`src/hdl/utf8_validating_decoder_core_assert.svh`:
```
// Assertion macros used by the UTF-8 validating decoder core.
// Each macro expects a clock named clk and an active-low reset named rst_n in scope.
`ifndef UTF8_VALIDATING_DECODER_CORE_ASSERT_SVH
`define UTF8_VALIDATING_DECODER_CORE_ASSERT_SVH

// The consequent must hold in the same cycle as the antecedent.
`define U8VD_ASSERT_SAME(label, ante, cons, msg) \
  label: assert property (@(posedge clk) disable iff (!rst_n) (ante) |-> (cons)) \
    else $error(msg);

// The consequent must hold in the cycle after the antecedent.
`define U8VD_ASSERT_NEXT(label, ante, cons, msg) \
  label: assert property (@(posedge clk) disable iff (!rst_n) (ante) |=> (cons)) \
    else $error(msg);

`endif

```
`src/hdl/u8vd_pkg.sv`:
```
// Shared types and constants of the UTF-8 validating decoder.
// Used by u8vd_step and utf8_validating_decoder_core; depends on nothing.
package u8vd_pkg;

  localparam int MAX_STRING_BYTES = 65536;
  localparam int COUNT_W = 17;
  localparam int CP_W = 21;
  localparam int COUNT_FIELD_MAX = (1 << COUNT_W) - 1;
  localparam logic [COUNT_W-1:0] GLYPH_LIMIT =
    (MAX_STRING_BYTES < COUNT_FIELD_MAX) ? COUNT_W'(MAX_STRING_BYTES)
                                         : COUNT_W'(COUNT_FIELD_MAX);

  localparam logic [2:0] CLS_ANY     = 3'd0;
  localparam logic [2:0] CLS_A0_BF   = 3'd1;
  localparam logic [2:0] CLS_80_9F   = 3'd2;
  localparam logic [2:0] CLS_90_BF   = 3'd3;
  localparam logic [2:0] CLS_80_8F   = 3'd4;
  localparam logic [2:0] CLS_ONLY_80 = 3'd5;

  localparam logic [1:0] STATUS_CONT  = 2'd0;
  localparam logic [1:0] STATUS_VALID = 2'd1;
  localparam logic [1:0] STATUS_ERROR = 2'd2;

  localparam logic [CP_W-1:0] CP_MAX        = 21'h10FFFF;
  localparam logic [CP_W-1:0] CP_SURR_FIRST = 21'h00D800;
  localparam logic [CP_W-1:0] CP_SURR_LAST  = 21'h00DFFF;

  typedef struct packed {
    logic [1:0]         rem;
    logic [2:0]         cls;
    logic               exp2;
    logic [CP_W-1:0]    accum;
    logic [COUNT_W-1:0] total;
    logic               err;
  } u8vd_state_t;

  typedef struct packed {
    logic [1:0]         status;
    logic [COUNT_W-1:0] count;
    logic [CP_W-1:0]    cp;
    logic               done;
  } u8vd_result_t;

endpackage

```
`src/hdl/u8vd_step.sv`:
```
// Next-state and result logic for one byte of the UTF-8 validating decoder.
// Depends on u8vd_pkg.
module u8vd_step (
  input  u8vd_pkg::u8vd_state_t  st,
  input  logic [7:0]             byte_value,
  input  logic                   last_byte,
  input  logic                   allow_null,
  output u8vd_pkg::u8vd_state_t  st_nxt,
  output u8vd_pkg::u8vd_result_t res
);
  import u8vd_pkg::*;

  logic            sec_ok;
  logic            cont_ok;
  logic            done;
  logic [CP_W-1:0] cp_v;

  always_comb begin
    case (st.cls)
      CLS_A0_BF:   sec_ok = (byte_value >= 8'hA0) && (byte_value <= 8'hBF);
      CLS_80_9F:   sec_ok = (byte_value >= 8'h80) && (byte_value <= 8'h9F);
      CLS_90_BF:   sec_ok = (byte_value >= 8'h90) && (byte_value <= 8'hBF);
      CLS_80_8F:   sec_ok = (byte_value >= 8'h80) && (byte_value <= 8'h8F);
      CLS_ONLY_80: sec_ok = (byte_value == 8'h80);
      default:     sec_ok = (byte_value[7:6] == 2'b10);
    endcase
  end

  always_comb begin
    st_nxt  = st;
    done    = 1'b0;
    cp_v    = '0;
    cont_ok = st.exp2 ? sec_ok : (byte_value[7:6] == 2'b10);
    if (!st.err) begin
      if (st.rem == 2'd0) begin
        unique case (byte_value) inside
          [8'h00:8'h7F]: begin
            done = 1'b1;
            cp_v = {13'd0, byte_value};
          end
          8'hC0: begin
            if (allow_null) begin
              st_nxt.rem   = 2'd1;
              st_nxt.cls   = CLS_ONLY_80;
              st_nxt.exp2  = 1'b1;
              st_nxt.accum = '0;
            end else begin
              st_nxt.err = 1'b1;
            end
          end
          [8'hC2:8'hDF]: begin
            st_nxt.rem   = 2'd1;
            st_nxt.cls   = CLS_ANY;
            st_nxt.exp2  = 1'b1;
            st_nxt.accum = {16'd0, byte_value[4:0]};
          end
          [8'hE0:8'hEF]: begin
            st_nxt.rem   = 2'd2;
            st_nxt.cls   = (byte_value == 8'hE0) ? CLS_A0_BF :
                           (byte_value == 8'hED) ? CLS_80_9F : CLS_ANY;
            st_nxt.exp2  = 1'b1;
            st_nxt.accum = {17'd0, byte_value[3:0]};
          end
          [8'hF0:8'hF4]: begin
            st_nxt.rem   = 2'd3;
            st_nxt.cls   = (byte_value == 8'hF0) ? CLS_90_BF :
                           (byte_value == 8'hF4) ? CLS_80_8F : CLS_ANY;
            st_nxt.exp2  = 1'b1;
            st_nxt.accum = {18'd0, byte_value[2:0]};
          end
          default: begin
            st_nxt.err = 1'b1;
          end
        endcase
      end else if (!cont_ok) begin
        st_nxt.err   = 1'b1;
        st_nxt.rem   = 2'd0;
        st_nxt.exp2  = 1'b0;
        st_nxt.cls   = CLS_ANY;
        st_nxt.accum = '0;
      end else begin
        st_nxt.exp2  = 1'b0;
        st_nxt.cls   = CLS_ANY;
        st_nxt.accum = {st.accum[CP_W-7:0], byte_value[5:0]};
        st_nxt.rem   = st.rem - 2'd1;
        if (st.rem == 2'd1) begin
          done = 1'b1;
          cp_v = {st.accum[CP_W-7:0], byte_value[5:0]};
        end
      end
    end

    if (done) begin
      st_nxt.accum = '0;
      if (st.total < GLYPH_LIMIT) begin
        st_nxt.total = st.total + 1'b1;
      end
    end

    res.done   = done;
    res.cp     = cp_v;
    res.count  = st_nxt.total;
    res.status = STATUS_CONT;

    if (last_byte) begin
      if (!st_nxt.err && (st_nxt.rem != 2'd0)) begin
        st_nxt.err = 1'b1;
      end
      res.status = st_nxt.err ? STATUS_ERROR : STATUS_VALID;
      st_nxt     = '0;
    end
  end

endmodule

```
`src/hdl/utf8_validating_decoder_core.sv`:
```
// An accepted byte is held in an input register, and its result is registered in out_r.
// Throughput: one byte per cycle unless out_tready stalls the output; u8vd_step is combinational.
// Reset (synchronous, rst_n low) clears both pipeline valid flags, the string state,
// and sets allow_modified_null to 1.
// Top level of the UTF-8 validating decoder; depends on u8vd_pkg, u8vd_step and the assert header.
module utf8_validating_decoder_core (
  input  logic        clk,
  input  logic        rst_n,
  input  logic        cfg_wr_en,
  input  logic        cfg_wr_data,   // allow_modified_null
  input  logic        in_tvalid,
  output logic        in_tready,
  input  logic [7:0]  in_tdata,      // [7:0] byte_value
  input  logic        in_tlast,      // last_byte
  output logic        out_tvalid,
  input  logic        out_tready,
  output logic [39:0] out_tdata,     // [20:0] code_point, [37:21] glyph_count, [39:38] status
  output logic        out_tuser      // glyph_done
);
  import u8vd_pkg::*;

  `include "utf8_validating_decoder_core_assert.svh"

  logic         allow_null_r;
  logic         in_vld_r;
  logic [7:0]   in_byte_r;
  logic         in_last_r;
  logic         out_vld_r;
  u8vd_result_t out_r;
  u8vd_result_t res;
  u8vd_state_t  st_r;
  u8vd_state_t  st_nxt;
  logic         advance;
  logic         fire;

  assign advance   = !out_vld_r || out_tready;
  assign fire      = in_vld_r && advance;
  assign in_tready = !in_vld_r || advance;

  u8vd_step u_step (
    .st         (st_r),
    .byte_value (in_byte_r),
    .last_byte  (in_last_r),
    .allow_null (allow_null_r),
    .st_nxt     (st_nxt),
    .res        (res)
  );

  always_ff @(posedge clk) begin
    if (!rst_n) begin
      allow_null_r <= 1'b1;
      in_vld_r     <= 1'b0;
      out_vld_r    <= 1'b0;
      st_r         <= '0;
    end else begin
      if (cfg_wr_en) begin
        allow_null_r <= cfg_wr_data;
      end
      if (in_tready) begin
        in_vld_r <= in_tvalid;
      end
      if (advance) begin
        out_vld_r <= in_vld_r;
      end
      if (fire) begin
        st_r <= st_nxt;
      end
    end
  end

  always_ff @(posedge clk) begin
    if (in_tready && in_tvalid) begin
      in_byte_r <= in_tdata;
      in_last_r <= in_tlast;
    end
    if (fire) begin
      out_r <= res;
    end
  end

  assign out_tvalid = out_vld_r;
  assign out_tdata  = {out_r.status, out_r.count, out_r.cp};
  assign out_tuser  = out_r.done;

  `U8VD_ASSERT_SAME(a_cp_is_scalar,
    out_vld_r && out_r.done,
    (out_r.cp <= CP_MAX) && !((out_r.cp >= CP_SURR_FIRST) && (out_r.cp <= CP_SURR_LAST)),
    "decoded code point is not a Unicode scalar value")
  `U8VD_ASSERT_SAME(a_cp_zero_idle,
    out_vld_r && !out_r.done,
    out_r.cp == '0,
    "code point is nonzero without a completed glyph")
  `U8VD_ASSERT_NEXT(a_clear_after_last,
    fire && in_last_r,
    (st_r.rem == 2'd0) && (st_r.total == '0) && !st_r.err && (out_r.status != STATUS_CONT),
    "string state not cleared or status missing after the last item")
  `U8VD_ASSERT_NEXT(a_no_glyph_after_error,
    fire && st_r.err,
    !out_r.done && (out_r.count == $past(st_r.total)),
    "glyph reported after the string error latched")
  `U8VD_ASSERT_NEXT(a_status_only_at_last,
    fire && !in_last_r,
    out_r.status == STATUS_CONT,
    "final status given on an item that is not the last")

endmodule
```
`config.mk`:
```
export PLATFORM = sky130hd
export DESIGN_NAME = utf8_validating_decoder_core
export DESIGN_NICKNAME = d
export VERILOG_FILES = /design/src/hdl/u8vd_pkg.sv /design/src/hdl/u8vd_step.sv /design/src/hdl/utf8_validating_decoder_core.sv
export VERILOG_INCLUDE_DIRS = /design/src /design/src/hdl
export SDC_FILE = /design/constraint.sdc
export NUM_CORES = 1
export LEC_CHECK = 0
export ABC_AREA = 1
export BUFFER_PORTS_ARGS = -buffer_cell sky130_fd_sc_hd__buf_2
export CORE_ASPECT_RATIO = 1.25
export CORE_MARGIN = 1
export CORE_UTILIZATION = 50
export CTS_BUF_LIST = sky130_fd_sc_hd__clkbuf_2
export DETAILED_ROUTE_END_ITERATION = 8
export HOLD_SLACK_MARGIN = 0.02
export PLACE_DENSITY_LB_ADDON = 0.2
export RECOVER_POWER = 50
export SLEW_MARGIN = 20
export SYNTH_ARGS = -nofsm -noshare
export SYNTH_HDL_FRONTEND = slang
export SYNTH_HIERARCHICAL = 1
export SYNTH_SLANG_ARGS = --single-unit
```
`constraint.sdc`:
```
create_clock -name clk -period 4.61 [get_ports clk]
set_clock_uncertainty 0.05 [all_clocks]
set_input_delay 0 -clock clk [delete_from_list [all_inputs] [get_ports clk]]
set_output_delay 0 -clock clk [all_outputs]
set_load 0.005 [all_outputs]
```
==> results of run 1 <==
## through the flow
stage | hold WS [ns] | std cells | worst slack [ns] | cell area [sq um] | util (%)
floorplan | 0.0489 | 718 | 1.47 | 5340 | -
global placement | 0.126 | 865 | 1.97 | 5520 | 53.8
detailed placement | 0.130 | 865 | 1.91 | 5520 | 53.8
CTS | 0.0201 | 895 | 1.85 | 5770 | 56.3
global route | 0.0461 | 895 | 0.885 | 5720 | 55.7
finish | 0.0919 | 895 | 1.22 | 5720 | 55.7
## flip-flops by register name, summed over array words and instances, names as in the netlist
| register | count |
|---|---|
| in_byte_r | 8 |
| out_tuser | 1 |
| in_last_r | 1 |
| st_r | 39 |
| out_tdata | 40 |
| in_vld_r | 1 |
| allow_null_r | 1 |
| out_tvalid | 1 |
## area by class of cell
cell class / count / share of cell area [%]
sequential: 92 / 41.0
timing repair buffer: 74 / 7.40
clock inverter: 6 / 1.09
inverter: 82 / 5.43
tap: 129 / 2.82
multi-input combinational: 502 / 41.4
clock buffer: 10 / 0.875
## layout by cell type (no fill, tap or decap), types with 3 or more instances in the layout
| cell | n |
|---|---|
| a21oi_1 | 80 |
| a22oi_1 | 11 |
| buf_2 | 42 |
| clkbuf_1 | 16 |
| clkbuf_2 | 11 |
| dfxtp_1 | 42 |
| dlygate4sd3_1 | 14 |
| edfxtp_1 | 50 |
| ha_1 | 3 |
| inv_1 | 80 |
| nand2_1 | 159 |
| nand2_2 | 5 |
| nand2_4 | 4 |
| nand3_1 | 62 |
| nand4_1 | 5 |
| nor2_1 | 123 |
| nor2_4 | 3 |
| nor3_1 | 7 |
| o21ai_0 | 13 |
| xor2_1 | 11 |
## what timing repair did
| item | in CTS | in global routing |
|---|---|---|
| hold buffers | 14 | 0 |
| setup buffers | 0 | 0 |
| endpoints found under the hold margin | 59 | 0 |
| resized for setup | 0 | 0 |
## power groups by stage
stage | logic, mW | registers [mW] | clock network [mW]
2_1_floorplan | 0.267 | 0.976 | 0
3_3_place_gp | 0.316 | 0.987 | 0
3_5_place_dp | 0.322 | 0.988 | 0
4_1_cts | 0.332 | 0.971 | 0.418
5_1_grt | 0.376 | 0.979 | 0.443
6_report | 0.331 | 0.972 | 0.400
## worst min-delay path by stage
stage,to,slack [ns],cells past startpoint
6_report,in_byte_r[4]$_DFFE_PP_,0.09,2
5_1_grt,in_byte_r[4]$_DFFE_PP_,0.05,2
4_1_cts,out_tdata[17]$_DFFE_PP_,0.02,3
3_5_place_dp,in_byte_r[1]$_DFFE_PP_,0.13,1
3_3_place_gp,in_byte_r[2]$_DFFE_PP_,0.13,1
2_1_floorplan,in_byte_r[0]$_DFFE_PP_,0.05,0
## routing by layer
metal / vias up / track usage, % / wire [microns]
met2: 119 / 40.0 / 6320
met3: 29 / 3.55 / 536
met1: 2189 / 27.0 / 5140
met4: 0 / 10.4 / 354
li1: 2402 / - / -
met5: - / 0 / 0
==> results.ini, run 1 <==
[timing]
setup_violations=0
rsz0062_at_grt=false
finalHoldViolCount=0
fmax_mhz=295
final.min_clock_period_ns=3.39
slew_viol_final=184
worst_pin_slew_ns=2.48
finalCritPeriodShare_pct=73.6
max_slew_margin_pct=-65.9
tns_ns=0

[clock_network]
root_buffer=clkbuf_2
numCtsBuffers=9
cts_tree=built
clkTransAtPathRegs_ns=0.24
insertion_delay_ns=0.56
htreeDepth=3
clkSinkCount=92
cts_buffer_depth=2

[place]
hpwl_microns=8100
gp_congestion=0.942
numPortBuffers=57

[floorplan]
ioPinCount=58
fp-row-count=41
core-area_sq_um=10300
fp.dieArea_sq_um=11100
die_x_microns=94.4
fp.dieH_microns=118
start_util_pct=52.0

[worst_setup_path]
path_class=reg -> reg
startpoint=in_vld_r$_SDFFE_PN0P_
reg2regPathDepth=3
start_kind=flop
cp-end-kind=flop
r2r-end=out_tdata[4]$_DFFE_PP_
crit_slowest_cell=a21oi_1
crit_chain=inv_1 > a21oi_1 > clkbuf_1
critPathTopFamily=compound AO/OA/AOI/OAI gates
worstSetupPathDepth=3
slowest_delay_ns=1.63
regToRegSetupSlack_ns=1.22
worstPathRequired_ns=4.77
crit_end=out_tdata[4]$_DFFE_PP_
rr_startpoint=in_vld_r$_SDFFE_PN0P_
path_max_fanout=23
critPathBufInv=2
critPathArrivalTime_ns=3.55

[drt]
vias_per_cell=5.29
routed_wl_microns=12300
wire_per_inst_microns=13.8
firstDrtPassIters=4
antenna_left=0
drc=0
drt_iter0_drc=189
via_count=4739

[global_routing]
grt_overflow=0
grt_pass1_wl_microns=20100
track_usage_pct=22.9
grt_antenna_before_repair=0
grt_pass1_vias=4388
grt_max_degree=80

[yosys]
syn-instance-count=718
syn_area_sq_um=5340
ys_warn_count=6
synth_area_per_cell_sq_um=7.44
synth_nets=736

[pwr]
powerDensity_nw_per_um2=298
swShare_pct=31.4
pwr-share-comb_pct=19.4
p_int_mw=1.17
p_leak_nw=2.33
power_frac_seq_pct=57.1
switchingPower_uw=535
power_mw=1.70
peakVddDrop_mv=0.170
p_clk_share_pct=23.5

[hold_path]
hold_start=in_tdata[4]
hp-class=in -> reg

[cells_and_area]
nets=779
diodes=0
num-fill-cells=994
ff_latch_area_sq_um=2340
syn2layout_area_growth_pct=7.05
multi_input_area_sq_um=2370
drive_above_1_share_pct=10.6

[status]
status=finished, violations left
failed_checks=capacitance limit, slew limit

[job]
max_cap_viol_count=3

Power figures use the tool's default switching activity.
==> inputs of run 2 (changes only) <==
==> constraint.sdc (replaced) <==
create_clock -name clk -period 3.2 [get_ports clk]
set_clock_uncertainty 0.05 [all_clocks]
set_input_delay 0 -clock clk [delete_from_list [all_inputs] [get_ports clk]]
set_output_delay 0 -clock clk [all_outputs]
set_load 0.005 [all_outputs]
==> run 2 against run 1 <==
Compared with the run above: critical path depth rose by 11; largest power group unchanged; register-to-register slack got worse by 0.90 ns; combinational power rose by 49%; power rose by 41%; sequential cell count did not move; the run still ends with capacitance limit, slew limit left; largest cell class unchanged.
==> results.ini, run 2 (synthesized netlist as in run 1, its figures left out) <==
[status]
status=finished, violations left
failed_checks=capacitance limit, slew limit

[global_routing]
grt_pass1_wl_microns=21200  ; +5.3%
grt_antenna_before_repair=0  ; unchanged
track_usage_pct=24.4  ; +1.5 points
grt_overflow=0  ; unchanged
grt_pass1_vias=4591  ; +4.6%
grt_max_degree=80  ; unchanged

[timing]
final.min_clock_period_ns=2.89  ; -0.506 ns
finalHoldViolCount=0  ; unchanged
fmax_mhz=346  ; +18%
slew_viol_final=80  ; -57%
tns_ns=0  ; unchanged
max_slew_margin_pct=-6.47  ; +59 points
finalCritPeriodShare_pct=90.2  ; +17 points
setup_violations=0  ; unchanged
worst_pin_slew_ns=1.60  ; -0.886 ns
rsz0062_at_grt=false

[worst_setup_path]
path_max_fanout=24  ; +4.3%
critPathArrivalTime_ns=3.36  ; -0.19 ns
rr_startpoint=in_byte_r[5]$_DFFE_PP_
reg2regPathDepth=14  ; +11
r2r-end=st_r[30]$_SDFFE_PN0P_
start_kind=flop
worstPathRequired_ns=3.67  ; -1.10 ns
regToRegSetupSlack_ns=0.31  ; -0.90 ns
path_class=reg -> reg
cp-end-kind=flop

[cells_and_area]
syn2layout_area_growth_pct=7.90
diodes=0  ; unchanged
drive_above_1_share_pct=10.2  ; -0.34 points
ff_latch_area_sq_um=2340  ; unchanged
largest_register_ffs=40  ; unchanged
final_core_util_pct=56.2  ; +0.44 points
num-fill-cells=1020  ; +2.6%
nets=785  ; +0.77%
layout_commonest_cell=nand2_1
mostFrequentLayoutCells=158 x nand2_1, 123 x nor2_1, 80 x inv_1
multi_input_area_sq_um=2380  ; +0.69%

[hold_path]
hold_start=in_tdata[1]
holdPathStages=2  ; unchanged
hp-class=in -> reg
min_to=in_byte_r[1]$_DFFE_PP_

[clock_network]
numCtsBuffers=9  ; unchanged
htreeDepth=3  ; unchanged
clkTransAtPathRegs_ns=0.24  ; about the same
insertion_delay_ns=0.60  ; +0.04 ns
clkSinkCount=92  ; unchanged
cts_buffer_depth=2  ; unchanged
root_buffer=clkbuf_2
cts_tree=built
holdBufCountCts=18  ; +4
cts_setup_buffers=0  ; unchanged
post_cts_resized=0  ; unchanged

[place]
gp_congestion=0.921  ; -2.2%
hpwl_microns=8330  ; +2.8%
numPortBuffers=57  ; unchanged

[drt]
drt_iter0_drc=239  ; +26%
drc=0  ; unchanged
via_count=4828  ; +1.9%
wire_per_inst_microns=14.2  ; +2.8%
routed_wl_microns=12800  ; +3.5%
vias_per_cell=5.36  ; +1.2%
antenna_left=0  ; unchanged
firstDrtPassIters=5  ; +1

[floorplan]
core-area_sq_um=10300  ; unchanged
fp.dieH_microns=118  ; unchanged
fp.dieArea_sq_um=11100  ; unchanged
start_util_pct=52.0  ; unchanged
ioPinCount=58  ; unchanged
fp-row-count=41  ; unchanged
die_x_microns=94.4  ; unchanged

[pwr]
peakVddDrop_mv=0.285  ; +67%
p_leak_nw=2.32  ; -0.36%
powerDensity_nw_per_um2=418  ; +40%

[job]
max_cap_viol_count=1  ; -2

==> run 2: metal layers <==
metal,wire length (microns),up-vias,track usage [%]
li1,-,2419,-
met2,6690,148,42.5
met5,0,-,0
met1,5210,2234,28.7
met3,548,27,3.04
met4,337,0,12.2
==> run 2: where the power goes <==
group | switching, mW | internal, mW
combinational | 0.318 | 0.175
sequential | 0.0660 | 1.33
clock | 0.417 | 0.105
total | 0.801 | 1.61
==> run 2: cell type report <==
class / instances / share of cell area [%]
inverter: 82 / 5.39
sequential: 92 / 40.7
clock inverter: 7 / 0.890
multi-input combinational: 502 / 41.4
clock buffer: 9 / 0.782
tap: 129 / 2.80
timing repair buffer: 80 / 8.12
==> run 2: how the worst max path moves through the flow <==
| stage | from | endpoint | slack (ns) | depth (start not counted) |
|---|---|---|---|---|
| floorplan | in_vld_r$_SDFFE_PN0P_ | out_tdata[0]$_DFFE_PP_ | 0.06 | 4 |
| global placement | in_byte_r[5]$_DFFE_PP_ | st_r[30]$_SDFFE_PN0P_ | 0.42 | 14 |
| detailed placement | in_byte_r[5]$_DFFE_PP_ | st_r[30]$_SDFFE_PN0P_ | 0.41 | 14 |
| CTS | in_byte_r[5]$_DFFE_PP_ | st_r[30]$_SDFFE_PN0P_ | 0.40 | 14 |
| global route | in_byte_r[5]$_DFFE_PP_ | st_r[23]$_SDFFE_PN0P_ | 0.04 | 14 |
| finish | in_byte_r[5]$_DFFE_PP_ | st_r[30]$_SDFFE_PN0P_ | 0.31 | 14 |
==> run 2: worst max-delay path, cell delays in order, from the launching register on <==
cell      delay [ns]
edfxtp_1        0.58
nor2_1          0.27
nand3_2         0.12
nand2_1         0.09
nand2_1         0.06
nand3_2         0.11
nand3_2         0.24
nand2_2         0.16
nand2_4         0.21
nand2_1         0.49
nor2_1          0.10
inv_1           0.08
nand3_1         0.09
nand2_1         0.12
nor2_1          0.05
==> run 2: per-stage QoR <==
step | total power, mW | std cells | hold WS, ns | setup WS, ns | area (sq um)
after floorplan | 1.79 | 718 | 0.0489 | 0.0579 | 5340
after global placement | 1.88 | 867 | 0.127 | 0.425 | 5530
after detailed placement | 1.89 | 867 | 0.128 | 0.410 | 5530
after CTS | 2.43 | 901 | 0.0209 | 0.401 | 5810
after global routing | 2.55 | 901 | 0.0367 | 0.0421 | 5760
final | 2.41 | 901 | 0.0526 | 0.312 | 5760
